**src/rtl/core/mfps_pkg.sv**
```systemverilog
`timescale 1ns / 1ps
// ----------------------------------------------------------------------------
// mfps_pkg
// Shared types and constants for the maximum falling path sum block.
// ----------------------------------------------------------------------------
package mfps_pkg;

  localparam int SUM_BITS       = 22;
  localparam int CFG_BITS       = 7;
  localparam int CFG_RESET      = 64;
  localparam int MAX_SIZE_DEF   = 64;
  localparam int VALUE_BITS_DEF = 16;
  localparam int PADDR_BITS     = 3;
  localparam int PDATA_BITS     = 32;

  // register index is paddr[2]
  localparam logic REG_MATRIX_SIZE = 1'b0;

  typedef logic signed [SUM_BITS-1:0] sum_t;

  // which neighbors of the previous row take part
  typedef struct packed {
    logic first_row;
    logic use_left;
    logic use_right;
  } nbr_t;

endpackage

```
**src/rtl/core/mfps_ram.sv**
```systemverilog
`timescale 1ns / 1ps
// ----------------------------------------------------------------------------
// mfps_ram
// Generic single-write, single-read RAM with registered read data.
// ----------------------------------------------------------------------------
module mfps_ram #(
  parameter int WIDTH = 22,
  parameter int DEPTH = 64,
  localparam int AW   = (DEPTH > 1) ? $clog2(DEPTH) : 1
) (
  input  logic             clk_i,
  input  logic             we_i,
  input  logic [AW-1:0]    waddr_i,
  input  logic [WIDTH-1:0] wdata_i,
  input  logic             re_i,
  input  logic [AW-1:0]    raddr_i,
  output logic [WIDTH-1:0] rdata_o
);

  logic [WIDTH-1:0] mem_q [DEPTH];
  logic [WIDTH-1:0] rdata_q;

  always_ff @(posedge clk_i) begin
    if (we_i) begin
      mem_q[waddr_i] <= wdata_i;
    end
    if (re_i) begin
      rdata_q <= mem_q[raddr_i];
    end
  end

  assign rdata_o = rdata_q;

endmodule

```
**src/rtl/core/mfps_cell.sv**
```systemverilog
`timescale 1ns / 1ps
// ----------------------------------------------------------------------------
// mfps_cell
// Adds one cell value to the best valid neighbor sum, saturating.
// ----------------------------------------------------------------------------
module mfps_cell #(
  parameter int VALUE_BITS = 16
) (
  input  logic signed [VALUE_BITS-1:0] value_i,
  input  mfps_pkg::sum_t               left_i,
  input  mfps_pkg::sum_t               here_i,
  input  mfps_pkg::sum_t               right_i,
  input  mfps_pkg::nbr_t               nbr_i,
  output mfps_pkg::sum_t               sum_o
);

  import mfps_pkg::*;

  localparam int WW = ((VALUE_BITS > SUM_BITS) ? VALUE_BITS : SUM_BITS) + 1;
  localparam logic signed [WW-1:0] WMAX =
    {{(WW-SUM_BITS+1){1'b0}}, {(SUM_BITS-1){1'b1}}};
  localparam logic signed [WW-1:0] WMIN =
    {{(WW-SUM_BITS+1){1'b1}}, {(SUM_BITS-1){1'b0}}};

  sum_t                 best;
  logic signed [WW-1:0] wide;

  always_comb begin
    best = here_i;
    if (nbr_i.use_left && (left_i > best)) begin
      best = left_i;
    end
    if (nbr_i.use_right && (right_i > best)) begin
      best = right_i;
    end
    if (nbr_i.first_row) begin
      best = '0;
    end
    wide = WW'(value_i) + WW'(best);
    if (wide > WMAX) begin
      sum_o = WMAX[SUM_BITS-1:0];
    end else if (wide < WMIN) begin
      sum_o = WMIN[SUM_BITS-1:0];
    end else begin
      sum_o = wide[SUM_BITS-1:0];
    end
  end

endmodule

```
**src/rtl/core/max_falling_path_sum.sv**
```systemverilog
`timescale 1ns / 1ps
// ----------------------------------------------------------------------------
// max_falling_path_sum
// Streams an n x n matrix row by row and returns its maximum falling path sum.
// ----------------------------------------------------------------------------
// Throughput: one cell per cycle while in_stall_o is low, with at most one RAM read and one write per cell.
// Latency: the result is registered and valid the cycle after the last cell.
// Reset: counts cleared, matrix_size = 64; row RAM needs no clearing pass,
// row 0 writes every entry before any read data is used.
module max_falling_path_sum #(
  parameter int MAX_SIZE   = mfps_pkg::MAX_SIZE_DEF,
  parameter int VALUE_BITS = mfps_pkg::VALUE_BITS_DEF
) (
  input  logic                                   clk_i,
  input  logic                                   rst_ni,
  input  logic                                   in_valid_i,
  output logic                                   in_stall_o,
  input  logic signed [VALUE_BITS-1:0]           cell_value_i,
  output logic                                   out_valid_o,
  input  logic                                   out_stall_i,
  output mfps_pkg::sum_t                         path_sum_o,
  input  logic                                   psel,
  input  logic                                   penable,
  input  logic                                   pwrite,
  input  logic [mfps_pkg::PADDR_BITS-1:0]        paddr,
  input  logic [mfps_pkg::PDATA_BITS-1:0]        pwdata,
  output logic [mfps_pkg::PDATA_BITS-1:0]        prdata,
  output logic                                   pready
);

  import mfps_pkg::*;

  localparam int AW = (MAX_SIZE > 1) ? $clog2(MAX_SIZE) : 1;
  localparam int NW = $clog2(MAX_SIZE + 1);
  localparam int CW = NW + 1;
  localparam int EW = ((NW > CFG_BITS) ? NW : CFG_BITS) + 1;
  localparam int RST_SIZE = (MAX_SIZE < CFG_RESET) ? MAX_SIZE : CFG_RESET;

  logic [CFG_BITS-1:0] msize_q;
  logic [NW-1:0]       size_q, size_d;
  logic [AW-1:0]       col_q, row_q;
  logic                out_valid_q;
  sum_t                out_q, left_q, rgt_q, head0_q, head1_q, best_q;

  logic                cfg_wr, in_acc, res_done;
  logic [CW-1:0]       col_p1, col_p2, row_p1;
  logic                last_col, last_row, has_right, rd_en;
  logic [CFG_BITS-1:0] wval;
  sum_t                ram_rdata, here, right, sum, best_nxt;
  nbr_t                nbr;

  assign pready     = 1'b1;
  assign cfg_wr     = psel && penable && pwrite && (paddr[2] == REG_MATRIX_SIZE);
  assign prdata     = (paddr[2] == REG_MATRIX_SIZE) ? PDATA_BITS'(msize_q) : '0;
  assign wval       = pwdata[CFG_BITS-1:0];

  always_comb begin
    if (wval == '0) begin
      size_d = NW'(1);
    end else if (EW'(wval) > EW'(MAX_SIZE)) begin
      size_d = NW'(MAX_SIZE);
    end else begin
      size_d = NW'(wval);
    end
  end

  assign in_stall_o  = out_valid_q && out_stall_i;
  assign in_acc      = in_valid_i && !in_stall_o;
  assign out_valid_o = out_valid_q;
  assign path_sum_o  = out_q;

  assign col_p1    = CW'(col_q) + CW'(1);
  assign col_p2    = CW'(col_q) + CW'(2);
  assign row_p1    = CW'(row_q) + CW'(1);
  assign last_col  = (col_p1 == CW'(size_q));
  assign last_row  = (row_p1 == CW'(size_q));
  assign has_right = (col_p1 < CW'(size_q));
  assign rd_en     = in_acc && (col_p2 < CW'(size_q));
  assign res_done  = in_acc && !cfg_wr && last_col && last_row;

  // columns 0 and 1 of the previous row live in head registers
  assign here  = (col_q == '0) ? head0_q : rgt_q;
  assign right = (col_q == '0) ? head1_q : ram_rdata;

  assign nbr.first_row = (row_q == '0);
  assign nbr.use_left  = (col_q != '0);
  assign nbr.use_right = has_right;

  mfps_cell #(
    .VALUE_BITS(VALUE_BITS)
  ) u_cell (
    .value_i (cell_value_i),
    .left_i  (left_q),
    .here_i  (here),
    .right_i (right),
    .nbr_i   (nbr),
    .sum_o   (sum)
  );

  mfps_ram #(
    .WIDTH(SUM_BITS),
    .DEPTH(MAX_SIZE)
  ) u_rows (
    .clk_i   (clk_i),
    .we_i    (in_acc),
    .waddr_i (col_q),
    .wdata_i (sum),
    .re_i    (rd_en),
    .raddr_i (col_p2[AW-1:0]),
    .rdata_o (ram_rdata)
  );

  assign best_nxt = ((col_q == '0) || (sum > best_q)) ? sum : best_q;

  always_ff @(posedge clk_i or negedge rst_ni) begin
    if (!rst_ni) begin
      msize_q     <= CFG_BITS'(CFG_RESET);
      size_q      <= NW'(RST_SIZE);
      col_q       <= '0;
      row_q       <= '0;
      out_valid_q <= 1'b0;
    end else begin
      if (res_done) begin
        out_valid_q <= 1'b1;
      end else if (out_valid_q && !out_stall_i) begin
        out_valid_q <= 1'b0;
      end
      if (cfg_wr) begin
        msize_q <= wval;
        size_q  <= size_d;
        col_q   <= '0;
        row_q   <= '0;
      end else if (in_acc) begin
        if (!last_col) begin
          col_q <= col_p1[AW-1:0];
        end else begin
          col_q <= '0;
          if (!last_row) begin
            row_q <= row_p1[AW-1:0];
          end else begin
            row_q <= '0;
          end
        end
      end
    end
  end

  always_ff @(posedge clk_i) begin
    if (in_acc && !cfg_wr) begin
      left_q <= here;
      rgt_q  <= right;
      if (col_q == '0) begin
        head0_q <= sum;
      end
      if (col_q == AW'(1)) begin
        head1_q <= sum;
      end
      if (last_row) begin
        best_q <= best_nxt;
      end
      if (last_col && last_row) begin
        out_q <= best_nxt;
      end
    end
  end

endmodule

```
**config.mk**
```make
export PLATFORM = sky130hd
export DESIGN_NAME = max_falling_path_sum
export DESIGN_NICKNAME = d
export VERILOG_FILES = /design/src/rtl/core/mfps_pkg.sv /design/src/rtl/core/mfps_ram.sv /design/src/rtl/core/mfps_cell.sv /design/src/rtl/core/max_falling_path_sum.sv
export SDC_FILE = /design/constraint.sdc
export NUM_CORES = 2
export LEC_CHECK = 0
export BUFFER_PORTS_ARGS = -buffer_cell sky130_fd_sc_hd__buf_4
export CAP_MARGIN = 20
export CORE_AREA = 2 2 348 350
export CTS_CLUSTER_DIAMETER = 40
export DETAILED_ROUTE_END_ITERATION = 12
export DIE_AREA = 0 0 350 352
export PLACE_DENSITY = 0.76
export SYNTH_ARGS = -nofsm -noshare
export SYNTH_HDL_FRONTEND = slang
export SYNTH_SLANG_ARGS = --single-unit
```
**constraint.sdc**
```tcl
create_clock -name clk_i -period 22 [get_ports clk_i]
set_clock_uncertainty 0.2 [all_clocks]
set_input_delay 1.1 -clock clk_i [delete_from_list [all_inputs] [get_ports clk_i]]
set_output_delay 1.1 -clock clk_i [all_outputs]
set_load 0.05 [all_outputs]
```
==> flow_metrics.tcl <==
set metrics [dict create \
    status "completed" \
    clock_path_buffers 3 \
    hpwl_um 85030 \
    vias 34110 \
    antenna_found_initial 8 \
    gp_congestion 0.9035 \
    drive_gt1_share_pct 27.66 \
    post-route-min-period_ns 15.46 \
    holdBufCountCts 0 \
    pin_count 115 \
    async_flop_share_pct 1.699 \
    yosys_warnings 0 \
    hold_violations 0 \
    grt_usage_pct 26.82 \
    n_antenna_cell 0 \
    synth-edff-count 1562 \
    avgSynthCellArea_um2 19.75 \
    core_area_um2 119300 \
    worst_slew_margin_rel_pct 28.96 \
    initial_core_util_pct 54.75 \
    clkTransAtPathRegs_ns 0.06 \
    area_delta_synth_final_pct 13.29 \
    period_share_pct 70.26 \
    root_buffer "clkbuf_16" \
    rsz0062_at_grt "no" \
    placed_area_um2 68280 \
    cp_top_family "compound AO/OA/AOI/OAI gates" \
    dieArea_um2 123200 \
    fin_nets 3652 \
    yosys.cell_types.count 84 \
    post_cts_resize_count 0 \
    cp-end-kind "flip-flop" \
    cts_buffers 172 \
    synth_seq_cells 1589 \
    crit_fanout 82 \
    first_pass_iters 6 \
    rows 127 \
    worst_pin_slew_ns 1.066 \
    synthCells 3308 \
    required_ns 22.33 \
    postSynth.topFlopCell "edfxtp_1" \
    mostFrequentLayoutCells "edfxtp_1 (1562), mux4_2 (440), nand2_1 (188)" \
    cts.sinks 1589 \
    path_buf_inv 6 \
    via_per_inst 6.522 \
    setup_viol 0 \
    detail-route-antenna-nets 0 \
    maxCapViolCount 0 \
    cpMaxStageDelayCell "dfrtp_4" \
    grt_pass1_vias 33980 \
    die_h_um 352 \
    fin_area_um2 74020 \
    cp-start-kind "flip-flop" \
    cts_setup_buffers 0 \
    drt_iter0_drc 4880 \
    critPathMaxStageDelay_ns 0.81 \
    die_w_um 350 \
    portBuffers 61 \
    overflow 0 \
    wirelength_um 163200 \
    arrival_ns 15.79 \
    grt_max_degree 160 \
    h-tree-depth 4 \
    drv_slew 0 \
    grt_pass1_wl_um 235900 \
    final_common_cell "edfxtp_1" \
    cts_tree "built" \
    synthesis.area_um2 65340 \
    clk_latency_ns 0.82 \
    routedWlPerCell_um 31.19 \
    drc 0 \
    tns_ns 0 \
    critPathKind "reg -> reg" \
    min_path_type "in -> async" \
    yosysSeqAreaShare_pct 72.83 \
    fmax_mhz 64.70 \
]
-- logic make-up after synthesis --
| logic type | Yosys count | share of synthesized area (%) |
|---|---|---|
| adder cells (fa/ha/maj) | 110 | 2.118 |
| flip-flops | 1589 | 72.83 |
| buffers and inverters | 292 | 1.984 |
| AO/OA/AOI/OAI | 319 | 3.367 |
| other | 2 | 0.01149 |
| multiplexers | 487 | 15.90 |
| AND/OR/NAND/NOR | 482 | 3.411 |
| XOR/XNOR | 27 | 0.3830 |
-- cell usage after synthesis (5+ instances only) --
library cell,n,area [µm²]
a211o_1,11,96.34
a211oi_1,30,225.2
a21o_1,33,247.7
a21oi_1,45,225.2
a22o_1,5,43.79
a22oi_1,7,52.55
a31oi_1,31,193.9
a32o_1,5,50.05
a32oi_1,20,175.2
and2_1,6,37.54
and3_1,24,150.1
buf_1,18,67.56
buf_2,36,180.2
buf_4,35,262.8
clkbuf_1,105,394.1
dfrtp_1,25,625.6
edfxtp_1,1562,46900
ha_1,109,1364
inv_1,93,349.1
mux2_2,7,78.83
mux2i_1,39,390.4
mux4_2,440,9910
nand2_1,197,739.5
nand2b_1,10,62.56
nand3_1,43,215.2
nand3b_1,10,75.07
nand4_1,15,93.84
nor2_1,118,442.9
nor2b_1,17,106.4
nor3_1,12,60.06
o211ai_1,8,60.06
o21a_1,7,52.55
o21ai_0,68,340.3
o21ai_1,6,30.03
o31ai_1,6,45.04
xnor2_1,14,122.6
xor2_1,12,105.1
-- metrics by stage --
step                setup WS, ns  cells  hold WS [ns]  utilization, %
finish                     6.543   5231       0.04305           62.03
global route               5.707   5231       0.04878           62.03
CTS                        6.733   5230       0.01101           62.02
detailed placement         6.743   4921        0.2544           57.21
global placement           6.923   4919        0.2492           57.19
floorplan                  6.430   3332        0.2360               -
-- state kept, by name, summed over array words and instances, names as in the netlist --
signal          count
out_valid_o         1
head0_q            22
best_q             22
rgt_q              22
msize_q             7
head1_q            22
size_q              7
col_q               6
left_q             22
u_rows.rdata_o     22
row_q               6
u_rows.mem_q     1408
path_sum_o         22
-- cell type report --
class	count	area, µm²
clock inverters	107	1221
flip-flops and latches	1589	47590
multi-input cells	1451	16930
repair buffers	176	1406
well taps	1612	2017
fillers	7952	45310
inverters	94	352.8
clock buffers	202	4512
-- layer usage --
| layer | GRT usage [%] | share of wire (%) | wire (µm) |
|---|---|---|---|
| met1 | 36.31 | 37 | 60790 |
| met2 | 42.67 | 49 | 79620 |
| met3 | 6.010 | 9.9 | 16140 |
| met4 | 10.82 | 4.0 | 6578 |
| met5 | 0 | 0.024 | 39 |
-- final timing paths --
check,slack (ns),endpoint,from,cells past startpoint
max in group asynchronous,21.22,col_q[1],rst_ni,1
min reg2reg,0.27,msize_q[5],msize_q[5],2
max reg2reg,6.54,path_sum_o[17],col_q[1],45
max,6.54,path_sum_o[17],col_q[1],45
min,0.04,msize_q[3],rst_ni,1
min in group clk_i,0.27,msize_q[5],msize_q[5],2
-- worst reg2reg max path, delay by kind of cell, from the launching register on --
| family | cells | cell delay, ns |
|---|---|---|
| adders and majority gates | 5 | 1.53 |
| AOI/OAI and AO/OA | 21 | 6.14 |
| and+or+nand+nor | 11 | 3.18 |
| muxes | 2 | 0.66 |
| buffers and inverters | 6 | 2.67 |
| DFF | 1 | 0.81 |
Power is not shown: default switching activity piles up to over one toggle a cycle in this logic, so the estimate is an artifact.
